File: config.mk
export PLATFORM = sky130hd
export DESIGN_NAME = chunk_header_deframer_top
export DESIGN_NICKNAME = d
export VERILOG_FILES = /design/src/chd_pkg.sv /design/src/chunk_header_deframer_top.sv /design/src/chd_parser.sv /design/src/chd_out_reg.sv
export SDC_FILE = /design/constraint.sdc
export NUM_CORES = 1
export LEC_CHECK = 0
export BUFFER_PORTS_ARGS = -buffer_cell sky130_fd_sc_hd__buf_2
export CAP_MARGIN = 20
export CORE_AREA = 2 2 152 154
export DETAILED_ROUTE_END_ITERATION = 7
export DIE_AREA = 0 0 154 156
export PLACE_DENSITY_LB_ADDON = 0.08
export REMOVE_ABC_BUFFERS = 1
export SYNTH_ARGS = -nofsm -noshare
export SYNTH_HDL_FRONTEND = slang
export SYNTH_HIERARCHICAL = 1
export SYNTH_SLANG_ARGS = --single-unit
export TNS_END_PERCENT = 30
File: constraint.sdc
create_clock -name clk -period 4.4 [get_ports clk]
set_input_delay 0.22 -clock clk [delete_from_list [all_inputs] [get_ports clk]]
set_output_delay 0.22 -clock clk [all_outputs]
set_load 0.01 [all_outputs]
File: src/chd_pkg.sv
// Shared types and constants for the chunk header deframer.
package chd_pkg;

  localparam int NUMBER_WIDTH_DEF = 32;
  localparam int FIELD_W          = 32;
  localparam int BYTE_W           = 8;
  localparam int TDATA_W          = 3 * FIELD_W + BYTE_W;
  localparam int TUSER_W          = 4;

  localparam logic [7:0] CH_COLON = 8'h3a;
  localparam logic [7:0] CH_M     = 8'h6d;
  localparam logic [7:0] CH_L     = 8'h6c;
  localparam logic [7:0] CH_ZERO  = 8'h30;
  localparam logic [7:0] CH_NINE  = 8'h39;

  localparam logic [1:0] KIND_HEADER  = 2'd0;
  localparam logic [1:0] KIND_PAYLOAD = 2'd1;
  localparam logic [1:0] KIND_ERROR   = 2'd2;

  typedef struct packed {
    logic [1:0]         kind;
    logic [FIELD_W-1:0] command;
    logic [FIELD_W-1:0] error;
    logic               chunk_kind;
    logic [FIELD_W-1:0] size;
    logic [BYTE_W-1:0]  payload;
    logic               last;
    logic               empty;
  } chd_result_t;

endpackage

File: src/chunk_header_deframer_top.sv
// Chunk header deframer: top level with input register, parser and result register.
//
// Takes one byte per transfer from a stream of chunks command:error:type:size:payload
// and emits one header result per chunk, one result per payload byte (tlast on the
// final one) and an error result on malformed headers, after which parsing restarts.
// Digit bytes and separators give no result, but for the colon that ends the size
// field, which gives the header result. One byte is taken every cycle while
// out_tready stays high; a result left waiting in the result register holds off the
// input. A result is presented once its byte has passed the input register: the byte
// sits there until the combinational parse logic loads the result register. Numbers
// saturate at the NUMBER_WIDTH maximum and are shown as their low 32 bits.
module chunk_header_deframer_top
  import chd_pkg::*;
#(
  parameter int NUMBER_WIDTH = NUMBER_WIDTH_DEF
) (
  input  logic               clk,
  input  logic               rst_n,
  input  logic               in_tvalid,
  output logic               in_tready,
  input  logic [BYTE_W-1:0]  in_tdata,   // [7:0] in_byte
  output logic               out_tvalid,
  input  logic               out_tready,
  output logic [TDATA_W-1:0] out_tdata,  // [31:0] command_number, [63:32] error_code,
                                         // [95:64] chunk_size, [103:96] payload_byte
  output logic [TUSER_W-1:0] out_tuser,  // [1:0] result_kind, [2] chunk_kind,
                                         // [3] empty_chunk
  output logic               out_tlast   // last_payload
);

  logic              in_valid_r, in_valid_nxt;
  logic [BYTE_W-1:0] in_byte_r;
  logic              can_load;
  logic              step;
  logic              res_valid;
  chd_result_t       res;

  assign step      = in_valid_r && can_load;
  assign in_tready = !in_valid_r || step;

  always_comb begin
    in_valid_nxt = in_valid_r;
    if (in_tvalid && in_tready) begin
      in_valid_nxt = 1'b1;
    end else if (step) begin
      in_valid_nxt = 1'b0;
    end
  end

  always_ff @(posedge clk) begin
    if (!rst_n) begin
      in_valid_r <= 1'b0;
    end else begin
      in_valid_r <= in_valid_nxt;
    end
  end

  always_ff @(posedge clk) begin
    if (in_tvalid && in_tready) begin
      in_byte_r <= in_tdata;
    end
  end

  chd_parser #(
    .NUMBER_WIDTH(NUMBER_WIDTH)
  ) u_parser (
    .clk        (clk),
    .rst_n      (rst_n),
    .step_i     (step),
    .byte_i     (in_byte_r),
    .res_valid_o(res_valid),
    .res_o      (res)
  );

  chd_out_reg u_out_reg (
    .clk       (clk),
    .rst_n     (rst_n),
    .load_i    (step && res_valid),
    .res_i     (res),
    .can_load_o(can_load),
    .out_tvalid(out_tvalid),
    .out_tready(out_tready),
    .out_tdata (out_tdata),
    .out_tuser (out_tuser),
    .out_tlast (out_tlast)
  );

endmodule

File: src/chd_parser.sv
// Header parse state machine: digit accumulation, separators, payload count.
module chd_parser
  import chd_pkg::*;
#(
  parameter int NUMBER_WIDTH = NUMBER_WIDTH_DEF
) (
  input  logic              clk,
  input  logic              rst_n,
  input  logic              step_i,
  input  logic [BYTE_W-1:0] byte_i,
  output logic              res_valid_o,
  output chd_result_t       res_o
);

  localparam logic [2:0] PH_CMD     = 3'd0;
  localparam logic [2:0] PH_ERR     = 3'd1;
  localparam logic [2:0] PH_TYPE    = 3'd2;
  localparam logic [2:0] PH_TCOLON  = 3'd3;
  localparam logic [2:0] PH_SIZE    = 3'd4;
  localparam logic [2:0] PH_PAYLOAD = 3'd5;

  localparam int EXT_W = NUMBER_WIDTH + 4;

  logic [2:0]              phase_r, phase_nxt;
  logic [NUMBER_WIDTH-1:0] acc_r, acc_nxt;
  logic                    seen_r, seen_nxt;
  logic [NUMBER_WIDTH-1:0] cmd_r, cmd_nxt;
  logic [NUMBER_WIDTH-1:0] err_r, err_nxt;
  logic                    ckind_r, ckind_nxt;
  logic [NUMBER_WIDTH-1:0] remain_r, remain_nxt;

  logic [3:0]              digit;
  logic [EXT_W-1:0]        acc_ext;
  logic [EXT_W-1:0]        acc_sum;
  logic [NUMBER_WIDTH-1:0] acc_step;
  logic [NUMBER_WIDTH-1:0] remain_dec;
  logic                    is_digit;

  assign digit      = 4'(byte_i - CH_ZERO);
  assign acc_ext    = EXT_W'(acc_r);
  assign acc_sum    = (acc_ext << 3) + (acc_ext << 1) + EXT_W'(digit);
  assign acc_step   = (acc_sum[EXT_W-1:NUMBER_WIDTH] != 4'd0) ? '1
                                                               : acc_sum[NUMBER_WIDTH-1:0];
  assign remain_dec = remain_r - NUMBER_WIDTH'(1);
  assign is_digit   = byte_i inside {[CH_ZERO:CH_NINE]};

  always_comb begin
    phase_nxt   = phase_r;
    acc_nxt     = acc_r;
    seen_nxt    = seen_r;
    cmd_nxt     = cmd_r;
    err_nxt     = err_r;
    ckind_nxt   = ckind_r;
    remain_nxt  = remain_r;
    res_valid_o = 1'b0;
    res_o       = '0;
    res_o.kind  = KIND_ERROR;

    case (phase_r)
      PH_PAYLOAD: begin
        res_valid_o      = 1'b1;
        res_o.kind       = KIND_PAYLOAD;
        res_o.command    = FIELD_W'(cmd_r);
        res_o.error      = FIELD_W'(err_r);
        res_o.chunk_kind = ckind_r;
        res_o.size       = FIELD_W'(acc_r);
        res_o.payload    = byte_i;
        res_o.last       = (remain_dec == '0);
        remain_nxt       = remain_dec;
        if (remain_dec == '0) begin
          phase_nxt  = PH_CMD;
          acc_nxt    = '0;
          seen_nxt   = 1'b0;
        end
      end
      PH_TYPE: begin
        if (byte_i == CH_M || byte_i == CH_L) begin
          ckind_nxt = (byte_i == CH_L);
          phase_nxt = PH_TCOLON;
        end else begin
          res_valid_o = 1'b1;
        end
      end
      PH_TCOLON: begin
        if (byte_i == CH_COLON) begin
          phase_nxt = PH_SIZE;
          acc_nxt   = '0;
          seen_nxt  = 1'b0;
        end else begin
          res_valid_o = 1'b1;
        end
      end
      PH_CMD, PH_ERR, PH_SIZE: begin
        if (is_digit) begin
          acc_nxt  = acc_step;
          seen_nxt = 1'b1;
        end else if (byte_i != CH_COLON || !seen_r) begin
          res_valid_o = 1'b1;
        end else begin
          seen_nxt = 1'b0;
          if (phase_r == PH_CMD) begin
            cmd_nxt   = acc_r;
            acc_nxt   = '0;
            phase_nxt = PH_ERR;
          end else if (phase_r == PH_ERR) begin
            err_nxt   = acc_r;
            acc_nxt   = '0;
            phase_nxt = PH_TYPE;
          end else begin
            res_valid_o      = 1'b1;
            res_o.kind       = KIND_HEADER;
            res_o.command    = FIELD_W'(cmd_r);
            res_o.error      = FIELD_W'(err_r);
            res_o.chunk_kind = ckind_r;
            res_o.size       = FIELD_W'(acc_r);
            if (acc_r == '0) begin
              res_o.empty = 1'b1;
              phase_nxt   = PH_CMD;
              remain_nxt  = '0;
            end else begin
              remain_nxt  = acc_r;
              phase_nxt   = PH_PAYLOAD;
            end
          end
        end
      end
      default: begin
        res_valid_o = 1'b1;
      end
    endcase

    // any error restarts at a new header
    if (res_valid_o && res_o.kind == KIND_ERROR) begin
      phase_nxt  = PH_CMD;
      acc_nxt    = '0;
      seen_nxt   = 1'b0;
      remain_nxt = '0;
    end
  end

  always_ff @(posedge clk) begin
    if (!rst_n) begin
      phase_r  <= PH_CMD;
      acc_r    <= '0;
      seen_r   <= 1'b0;
      cmd_r    <= '0;
      err_r    <= '0;
      ckind_r  <= 1'b0;
      remain_r <= '0;
    end else if (step_i) begin
      phase_r  <= phase_nxt;
      acc_r    <= acc_nxt;
      seen_r   <= seen_nxt;
      cmd_r    <= cmd_nxt;
      err_r    <= err_nxt;
      ckind_r  <= ckind_nxt;
      remain_r <= remain_nxt;
    end
  end

endmodule

File: src/chd_out_reg.sv
// Result register with stream handshake toward the consumer.
module chd_out_reg
  import chd_pkg::*;
(
  input  logic               clk,
  input  logic               rst_n,
  input  logic               load_i,
  input  chd_result_t        res_i,
  output logic               can_load_o,
  output logic               out_tvalid,
  input  logic               out_tready,
  output logic [TDATA_W-1:0] out_tdata,
  output logic [TUSER_W-1:0] out_tuser,
  output logic               out_tlast
);

  logic        valid_r, valid_nxt;
  chd_result_t res_r;

  assign can_load_o = !valid_r || out_tready;

  always_comb begin
    valid_nxt = valid_r;
    if (load_i) begin
      valid_nxt = 1'b1;
    end else if (out_tready) begin
      valid_nxt = 1'b0;
    end
  end

  always_ff @(posedge clk) begin
    if (!rst_n) begin
      valid_r <= 1'b0;
    end else begin
      valid_r <= valid_nxt;
    end
  end

  always_ff @(posedge clk) begin
    if (load_i) begin
      res_r <= res_i;
    end
  end

  assign out_tvalid = valid_r;
  assign out_tdata  = {res_r.payload, res_r.size, res_r.error, res_r.command};
  assign out_tuser  = {res_r.empty, res_r.chunk_kind, res_r.kind};
  assign out_tlast  = res_r.last;

endmodule

==> results of run 1 <==
==> worst paths after layout <==
path	cells after the start	end	start	slack, ns
worst min register to register	2	u_parser/cmd_r[26]$_SDFFE_PN0P_	u_parser/cmd_r[26]$_SDFFE_PN0P_	0.45
worst max-delay path	11	u_parser/acc_r[11]$_SDFFE_PN0P_	in_byte_r[3]$_DFFE_PP_	0.52
worst max register to register	11	u_parser/acc_r[11]$_SDFFE_PN0P_	in_byte_r[3]$_DFFE_PP_	0.52
worst min-delay path	3	u_parser/remain_r[15]$_SDFFE_PN0P_	rst_n	0.21
==> flip-flops by register name, indices dropped and copies added, names as in the netlist <==
name / count
u_out_reg/out_tdata: 104
u_parser/acc_r: 32
u_parser/cmd_r: 32
u_parser/err_r: 32
u_parser/remain_r: 32
in_byte_r: 8
u_out_reg/out_tuser: 4
u_parser/phase_r: 3
in_valid_r: 1
u_out_reg/out_tlast: 1
u_out_reg/out_tvalid: 1
u_parser/ckind_r: 1
u_parser/seen_r: 1
==> power by group <==
group	internal, uW	switching, uW
Sequential	2520	36.6
Clock	1240	894
Combinational	148	247
==> critical path: stages (launching register included) <==
cell and delay (ns):
edfxtp_1 0.55, fa_1 0.55, ha_1 0.29, a21oi_1 0.08, nand4b_1 0.20, a21oi_1 0.35, o211ai_1 0.20, a21o_1 0.22
a21oi_1 0.15, mux2_2 0.39, a21boi_0 0.63, a221o_1 0.20
==> per-stage QoR <==
step / util / worst slack [ns] / instance area [um^2] / total power (uW)
after floorplan: - / 0.01160 / 12400 / 2831
after global placement: 0.6124 / 0.4410 / 13700 / 2981
after detailed placement: 0.6124 / 0.3876 / 13700 / 2986
after CTS: 0.6540 / 0.3471 / 14630 / 5125
after global routing: 0.6547 / 0.3883 / 14640 / 5261
final: 0.6548 / 0.5179 / 14640 / 5081
==> logic make-up (layout without fill, tap and decap cells) <==
logic type | Yosys count | after routing | share of synthesized area
flops | 252 | 252 | 0.4879
mux | 4 | 4 | 0.003241
xor+xnor | 41 | 41 | 0.02818
other cells | 0 | 1 | 0
fa+ha+maj | 67 | 67 | 0.06697
buf+inv | 106 | 242 | 0.03329
compound gates | 328 | 328 | 0.1626
simple gates | 546 | 546 | 0.2178
==> synthesized netlist by cell type (5+ instances only) <==
cell and instances:
nand2b_1 8, a21o_1 11, and2_1 105, a21oi_1 130
ha_1 65, a221oi_1 8, clkbuf_1 77, nand2_1 184
nand4_1 14, o22ai_1 5, or4_1 8, xnor2_1 19
xor2_1 22, inv_1 20, or3_1 7, nor2_1 71
nand3_1 46, a21boi_0 6, nand3b_1 8, nor2b_1 8
o21ai_0 61, edfxtp_1 117, a31oi_1 9, dfxtp_1 135
a22o_1 28, o31ai_1 8, nor4_1 23, nor3_1 27
and3_1 11, a22oi_1 10, and4_1 5, o211ai_1 9
a211oi_1 8
==> cells in the final DEF, fill, tap and decap left out, types with 6 or more instances in the layout <==
| cell type | netlist | layout |
|---|---|---|
| nor2_1 | 71 | 70 |
| nor4_1 | 23 | 22 |
| nand2_1 | 184 | 184 |
| a31oi_1 | 9 | 9 |
| or4_1 | 8 | 8 |
| or3_1 | 7 | 7 |
| dfxtp_1 | 135 | 135 |
| a21boi_0 | 6 | 6 |
| nor2b_1 | 8 | 8 |
| ha_1 | 65 | 65 |
| buf_4 | 0 | 38 |
| a221oi_1 | 8 | 8 |
| dlygate4sd3_1 | 0 | 10 |
| xor2_1 | 22 | 22 |
| nand4_1 | 14 | 14 |
| a22oi_1 | 10 | 10 |
| a211oi_1 | 8 | 7 |
| and3_1 | 11 | 11 |
| nor3_1 | 27 | 26 |
| and2_1 | 105 | 105 |
| buf_2 | 3 | 122 |
| nand3_1 | 46 | 46 |
| o211ai_1 | 9 | 9 |
| inv_1 | 20 | 20 |
| nand3b_1 | 8 | 8 |
| a22o_1 | 28 | 28 |
| nand2b_1 | 8 | 8 |
| o31ai_1 | 8 | 8 |
| a21o_1 | 11 | 11 |
| xnor2_1 | 19 | 19 |
| a21oi_1 | 130 | 130 |
| clkbuf_16 | 0 | 27 |
| edfxtp_1 | 117 | 117 |
| o21ai_0 | 61 | 61 |
| clkbuf_1 | 77 | 10 |
==> routing by layer <==
| layer | global-route usage | routed length [um] | vias up |
|---|---|---|---|
| met5 | 0 | 0 | - |
| met4 | 0.08812 | 826 | 0 |
| met3 | 0.04194 | 2394 | 57 |
| met2 | 0.4459 | 15300 | 426 |
| met1 | 0.3630 | 14340 | 4915 |
| li1 | - | - | 5105 |
==> layout make-up <==
type                    count  area [um^2]
well taps                 285        356.6
fillers                  1863         7721
multi-input cells         986         6125
diodes                      1        2.502
flip-flops and latches    252         6216
repair buffers            172         1031
clock inverters             8        76.32
clock buffers              40        754.5
inverters                  22        82.58
==> what timing repair did <==
action / 4_1_cts / 5_1_grt
endpoints found under the hold margin: 10 / 0
setup endpoints to repair: 0 / 0
hold buffers: 10 / 0
==> flow_summary.toml, run 1 <==
[run_status]
status = "finished, final reports clean"

[logic_synthesis]
ys_top_cells_by_area = "edfxtp_1, dfxtp_1, ha_1"
synth_warnings = 6
ys_ff_latch = 252
async_flop_share = 0
ys_seq_area_frac = 0.4879
synth_cell_types = 74
synthFlopType = "dfxtp_1"
synth_cells = 1344
syn_area_per_cell_um2 = 9.480
yosysTopAreaCellShare = 0.2758
synth_area_um2 = 12740
yosysTopAreaCell = "edfxtp_1"
synth_edf_count = 117

[finish]
areaGrowthSynthToFinish_pct = 14.94
nets = 1539
layout-drive-gt1-share = 0.1507
layoutNonFillerInstCount = 1766

[sta]
hold_ws_ns = 0.2129
setup_viol = 0
max-slew-margin-rel = 0.3926
period_minus_slack_ns = 3.882
post-route-period-util = 0.8823
final-max-slew-violation-count = 0
hold_violations = 0
max_freq_mhz = 257.6
setup_tns_ns = 0
worstMarginPinSlew_ns = 0.9111
fin_skew_ns = 0.007976
grt_setup_unrepaired = "false"

[pwr]
ir_drop_uv = 331.7
leakagePower_uw = 0.005845
power_density_nw_per_um2 = 347.0

[placed_design]
place_congestion = 0.9568
dpl.cell_count = 1706
dp_hpwl_mm = 22.31
io_buffers = 122

[worst_setup_path]
path_class = "reg2reg"
crit_required_ns = 4.87
start_kind = "flop"
worstPathArrival_ns = 4.35
worstSetupEndpointType = "flop"
crit_fanout = 6

[clock_network]
cts-root-buf = "clkbuf_16"
post-cts-setup-buffers = 0
cts_buffers = 26
clock-sinks = 252
clkLatencyLatePin_ns = 0.53
clock_path_buffers = 3
htree_levels = 1
cts_resized = 0
clk_pin_slew_worst_paths_ns = 0.06
cts_tree = "built"

[grt]
grt_max_degree = 79
first_global_vias = 9833
grt_pass1_wl_mm = 51.79
grt-ovfl-total = 0
track_usage = 0.2688
grt_antenna_before_repair = 0

[die]
ios = 123
initial_core_util = 0.5697
die-area_um2 = 24020
die_y_um = 156
core_um2 = 22370
rows = 55
die_w_um = 154

[routing]
drc = 0
via_per_inst = 5.947
num_vias = 10500
postRouteAntennaNets = 0
drt-wirelength-per-cell_um = 18.61
drt-initial-drc-count = 960
dr.pass1.iters = 6
wl_mm = 32.86

[job]
cap_viol_max_count = 0

[min_path]
hp-class = "in2reg"
(Power assumes the default switching activity.)
==> run 2, diff against run 1 <==
- BUFFER_PORTS_ARGS: -buffer_cell sky130_fd_sc_hd__buf_2 -> -buffer_cell sky130_fd_sc_hd__buf_4
==> run 2 against run 1 <==
Against the previous run:
- clock-buffer cell count down 6
- first-iteration DRC count shrank 6.6%
- routed wire length is 0.50% higher
- hold slack worse by 0.10 ns
- critical path depth fell by 1
- non-clock buffer count decreased by 7
- combinational power increased by 6.6%
- fmax grew 0.62%
- sequential share of layout area fell by 0.70 points
- design area increased by 1.7%
- worst setup slack better by 0.024 ns
- sequential power is essentially flat
- highest routed layer unchanged
==> flow_summary.toml, run 2 (synthesis results as in run 1) <==
[worst_setup_path]
path_class = "reg2reg"
crit_fanout = 17
start_kind = "flop"
r2r-end = "u_parser/acc_r[9]$_SDFFE_PN0P_"
worstPathCellList = "or4_4, or3_1, or2_1, a2111o_1, a2111oi_2, a21oi_1, nor2_1, a21oi_2, buf_12, a22o_1"
crit_required_ns = 4.82
reg2reg_from = "u_parser/remain_r[5]$_SDFFE_PN0P_"
worstPathArrival_ns = 4.27
rrSetupSlack_ns = 0.54
worstSetupEndpointType = "flop"
ff2ff_path_depth = 10
critPathMaxStageDelay_ns = 0.61
slowest_stage = "or4_4"

[die]
initial_core_util = 0.5697
rows = 55
core_um2 = 22370
ios = 123
die-area_um2 = 24020
die_y_um = 156
die_w_um = 154

[grt]
grt_max_degree = 81
grt_antenna_before_repair = 0
grt_pass1_wl_mm = 52.56
first_global_vias = 9916
grt-ovfl-total = 0
track_usage = 0.2728

[finish]
multi_input_area_um2 = 6125
layout-drive-gt1-share = 0.1446
nets = 1533
final_common_cell = "nand2_1"
ff_latch_area_um2 = 6216
largest_register_ffs = 104
areaGrowthSynthToFinish_pct = 16.86
fin_area_um2 = 14890
fillers = 1817
layout_common_cells = "nand2_1, buf_4, dfxtp_1"
insertedDiodeCount = 0

[placed_design]
dpl_cell_area_um2 = 13970
place_congestion = 0.9943
dp_hpwl_mm = 22.48
io_buffers = 122

[sta]
max-slew-margin-rel = 0.3811
grt_setup_unrepaired = "false"
setup_viol = 0
setup_tns_ns = 0
worstMarginPinSlew_ns = 0.9284
fin_skew_ns = 0.009841
hold_violations = 0
period_minus_slack_ns = 3.858
max_freq_mhz = 259.2
post-route-period-util = 0.8768
final-max-slew-violation-count = 0

[min_path]
hold_start = "rst_n"
holdPathEnd = "u_parser/remain_r[14]$_SDFFE_PN0P_"
holdPathStages = 3
hp-class = "in2reg"

[clock_network]
clock-sinks = 252
clkLatencyLatePin_ns = 0.53
cts_tree = "built"
post-cts-setup-buffers = 0
clock_path_buffers = 3
htree_levels = 1
cts-root-buf = "clkbuf_16"
cts_resized = 0
clk_pin_slew_worst_paths_ns = 0.06
cts_buffers = 27

[routing]
dr.pass1.iters = 5
wl_mm = 33.03
drt-wirelength-per-cell_um = 18.79
num_vias = 10520
drc = 0
drt-initial-drc-count = 897
via_per_inst = 5.984
postRouteAntennaNets = 0

[pwr]
power_density_nw_per_um2 = 342.9
ir_drop_uv = 359.4
leakagePower_uw = 0.005942

[job]
cap_viol_max_count = 0

[run_status]
status = "finished, final reports clean"
run 2: layout make-up:
| class | instances | area share |
|---|---|---|
| clock buffer | 34 | 0.04916 |
| clock inverter | 14 | 0.005966 |
| inverter | 22 | 0.005546 |
| multi-input combinational | 986 | 0.4113 |
| sequential | 252 | 0.4175 |
| tap | 285 | 0.02395 |
| timing repair buffer | 165 | 0.08655 |
run 2: timing repair:
action	in CTS	in global routing
hold endpoints to repair	10	0
setup endpoints to repair	0	0
hold buffers	10	0
run 2: how the worst max path moves through the flow:
stage | slack (ns) | end | startpoint | cells after the start
5_1_grt | 0.40 | u_parser/acc_r[9]$_SDFFE_PN0P_ | u_parser/remain_r[0]$_SDFFE_PN0P_ | 12
4_1_cts | 0.58 | u_parser/acc_r[9]$_SDFFE_PN0P_ | u_parser/remain_r[5]$_SDFFE_PN0P_ | 10
2_1_floorplan | 0.01 | u_parser/acc_r[11]$_SDFFE_PN0P_ | u_parser/phase_r[2]$_SDFFE_PN0P_ | 5
3_5_place_dp | 0.60 | u_parser/acc_r[9]$_SDFFE_PN0P_ | u_parser/remain_r[5]$_SDFFE_PN0P_ | 10
3_3_place_gp | 0.67 | u_parser/acc_r[12]$_SDFFE_PN0P_ | u_parser/remain_r[5]$_SDFFE_PN0P_ | 10
6_report | 0.54 | u_parser/acc_r[9]$_SDFFE_PN0P_ | u_parser/remain_r[5]$_SDFFE_PN0P_ | 10
run 2: where the power goes:
group / total [uW] / internal [uW] / switching (uW)
Clock: 2130 / 1220 / 907
Combinational: 421 / 174 / 247
Sequential: 2550 / 2520 / 38.1
Total: 5110 / 3910 / 1190
run 2: per-stage QoR:
stage	worst slack (ns)	cells	power (uW)	util	hold slack, ns
finish	0.5419	1758	5105	0.6657	0.1102
CTS	0.5783	1758	5137	0.6657	0.08512
detailed placement	0.5966	1700	3016	0.6246	0.3997
floorplan	0.01160	1260	2831	-	0.3189
global placement	0.6715	1700	3011	0.6246	0.3984
global route	0.3971	1758	5270	0.6657	0.1227
run 2: worst max-delay path, delay by kind of cell (launching register included):
| family | cells | cell delay, ns |
|---|---|---|
| AOI/OAI and AO/OA | 5 | 1.52 |
| buffers and inverters | 1 | 0.26 |
| DFF | 1 | 0.38 |
| and+or+nand+nor | 4 | 1.58 |
run 2: metal layers:
| metal | track usage | routed length [um] | vias up |
|---|---|---|---|
| li1 | - | - | 5086 |
| met4 | 0.09924 | 1064 | 0 |
| met1 | 0.3754 | 14720 | 4960 |
| met5 | 0 | 0 | - |
| met3 | 0.03528 | 2215 | 71 |
| met2 | 0.4452 | 15030 | 403 |
==> run 3, diff against run 2 <==
- ABC_AREA: unset -> 1
- CORE_AREA: 2 2 152 154 -> 2 2 157 159
- DIE_AREA: 0 0 154 156 -> 0 0 159 161
- clock period: 4.4 -> 4.9 ns (I/O delays scaled with it)
==> run 3 against run 2 <==
Against the previous run:
- clock-buffer cell count increased by 5
- sequential share of layout area is 2.4 points lower
- synthesized cell count rose by 32%
- hold slack got worse by 0.015 ns
- register-to-register slack improved by 0.90 ns
- sequential cell count unchanged
- cell count up 26%
- core utilization is 0.72 points lower
- clock skew increased by 0.010 ns
- fmax up 12%
==> flow_summary.toml, run 3 <==
[run_status]
status = "finished, final reports clean"

[die]
ios = 123
core_um2 = 23960
initial_core_util = 0.5705
rows = 57
die-area_um2 = 25600
die_w_um = 159
die_y_um = 161

[sta]
period_minus_slack_ns = 3.456
hold_ws_ns = 0.09554
hold_violations = 0
grt_setup_unrepaired = "false"
max_freq_mhz = 289.3
post-route-period-util = 0.7053
final-max-slew-violation-count = 0
max-slew-margin-rel = 0.3638
setup_viol = 0
worstMarginPinSlew_ns = 0.9543
fin_skew_ns = 0.02028

[routing]
drt-initial-drc-count = 1017
via_per_inst = 5.441
dr.pass1.iters = 5
num_vias = 12090
postRouteAntennaNets = 0
drc = 0
wl_mm = 37.91
drt-wirelength-per-cell_um = 17.06

[finish]
layout-drive-gt1-share = 0.1185
multi_input_area_um2 = 6212
layout_common_cells = "nand2_1, inv_1, nor2_1"
largest_register_ffs = 104
final_common_cell = "nand2_1"
insertedDiodeCount = 0
fillers = 2129
ff_latch_area_um2 = 6216
nets = 1957
areaGrowthSynthToFinish_pct = 15.43

[grt]
first_global_vias = 11120
track_usage = 0.2915
grt_pass1_wl_mm = 60.01
grt-ovfl-total = 0
grt_antenna_before_repair = 0
grt_max_degree = 93

[pwr]
swShare = 0.2468
power_uw = 4702
seq_power_share = 0.488
leakagePower_uw = 0.006808
ir_drop_uv = 245.4
power_frac_comb = 0.100
power_density_nw_per_um2 = 298.0
p_clk_frac = 0.412
p_int_uw = 3542
switchingPower_uw = 1160

[clock_network]
post-cts-setup-buffers = 0
clock_path_buffers = 3
clk_pin_slew_worst_paths_ns = 0.06
clock-sinks = 252
cts-root-buf = "clkbuf_16"
cts_tree = "built"
cts_buffers = 26
clkLatencyLatePin_ns = 0.53
htree_levels = 1

[placed_design]
place_congestion = 0.9899
io_buffers = 122
dp_hpwl_mm = 27.30

[logic_synthesis]
synthFlopType = "dfxtp_1"
async_flop_share = 0
yosysTopAreaCellShare = 0.2570
synth_common_cells = "nand2_1, inv_1, nor2_1"
ys_seq_area_frac = 0.4547
ys_top_cells_by_area = "edfxtp_1, dfxtp_1, nand2_1"
yosysMostFrequentCell = "nand2_1"
syn_area_per_cell_um2 = 7.720
synth_cell_types = 44
yosysTopAreaCell = "edfxtp_1"
synth_edf_count = 117
synth_warnings = 6
ys_ff_latch = 252
synth_cells = 1771
synth_area_um2 = 13670

[worst_setup_path]
crit_required_ns = 5.29
worstPathArrival_ns = 3.85
slowest_stage = "dfxtp_1"
path_class = "reg2reg"
worstPathCellList = "ha_1, ha_1, inv_1, fa_1, inv_1, nand2_1, nand3_1, nand2_1, nand2_1, nand2_1, nand3_1, nand2_1, nor2_2, buf_4, nand3_1, nand4_1, a21oi_1"
crit_family = "simple AND/OR/NAND/NOR gates"
path_buf_inv = 3
crit_fanout = 32
start_kind = "flop"
critPathMaxStageDelay_ns = 0.67
critPathMostFrequentCell = "nand2_1"
worstSetupEndpointType = "flop"

[job]
cap_viol_max_count = 0

[min_path]
hp-class = "in2reg"
## run 3: worst paths after layout
check,slack (ns),endpoint,from,depth (start not counted)
worst min-delay path,0.1,in_valid_r$_SDFFE_PN0P_,rst_n,3
worst max-delay path,1.44,u_parser/acc_r[5]$_SDFFE_PN0P_,u_parser/acc_r[0]$_SDFFE_PN0P_,17
worst min register to register,0.45,u_parser/err_r[3]$_SDFFE_PN0P_,u_parser/err_r[3]$_SDFFE_PN0P_,2
worst max register to register,1.44,u_parser/acc_r[5]$_SDFFE_PN0P_,u_parser/acc_r[0]$_SDFFE_PN0P_,17
## run 3: what timing repair did
item | in CTS | in global routing
resized for setup | 0 | 0
hold endpoints to repair | 10 | 0
hold buffers | 10 | 0
## run 3: metrics by stage
| stage | TNS, ns | cells | instance area, um^2 | setup slack (ns) | util |
|---|---|---|---|---|---|
| after floorplan | -134.83 | 1706 | 13380 | -1.288 | - |
| after global placement | 0 | 2164 | 14830 | 1.572 | 0.6189 |
| after detailed placement | 0 | 2164 | 14830 | 1.465 | 0.6189 |
| after CTS | 0 | 2222 | 15780 | 1.458 | 0.6586 |
| after global routing | 0 | 2222 | 15780 | 1.172 | 0.6586 |
| final | 0 | 2222 | 15780 | 1.444 | 0.6586 |
## run 3: cell type report
type	count	area share
sequential	252	0.3939
multi-input combinational	1193	0.3936
timing repair buffer	144	0.07088
inverter	261	0.06208
clock buffer	39	0.04820
tap	324	0.02569
clock inverter	9	0.005629
## run 3: worst min-delay path: stages
cell and delay, ns:
buf_4 0.20, inv_1 0.09, a21oi_2 0.03
## run 3: power by group through the flow
stage               logic [uW]  clock network (uW)  registers, uW
floorplan                  283                   0           2350
global placement           455                   0           2340
detailed placement         457                   0           2340
CTS                        467                1960           2290
global route               519                2040           2300
finish                     472                1940           2300
## run 3: cells by family (layout without fill, tap and decap cells)
kind of cell | count (synthesis) | after routing | share of synthesized area
and+or+nand+nor | 792 | 792 | 0.2515
buffers and inverters | 326 | 453 | 0.09271
AOI/OAI and AO/OA | 304 | 304 | 0.1190
DFF | 252 | 252 | 0.4547
adders and majority gates | 67 | 67 | 0.06241
xor gates and xnor gates | 30 | 30 | 0.01977
## run 3: per-layer routing
metal | wire [um] | up-vias | track usage | share of wire
met4 | 798 | 0 | 0.07066 | 0.021
met3 | 2400 | 56 | 0.02902 | 0.063
met1 | 17100 | 5585 | 0.4188 | 0.45
met5 | 0 | - | 0 | 0
li1 | - | 6017 | - | -
met2 | 17610 | 433 | 0.4789 | 0.46
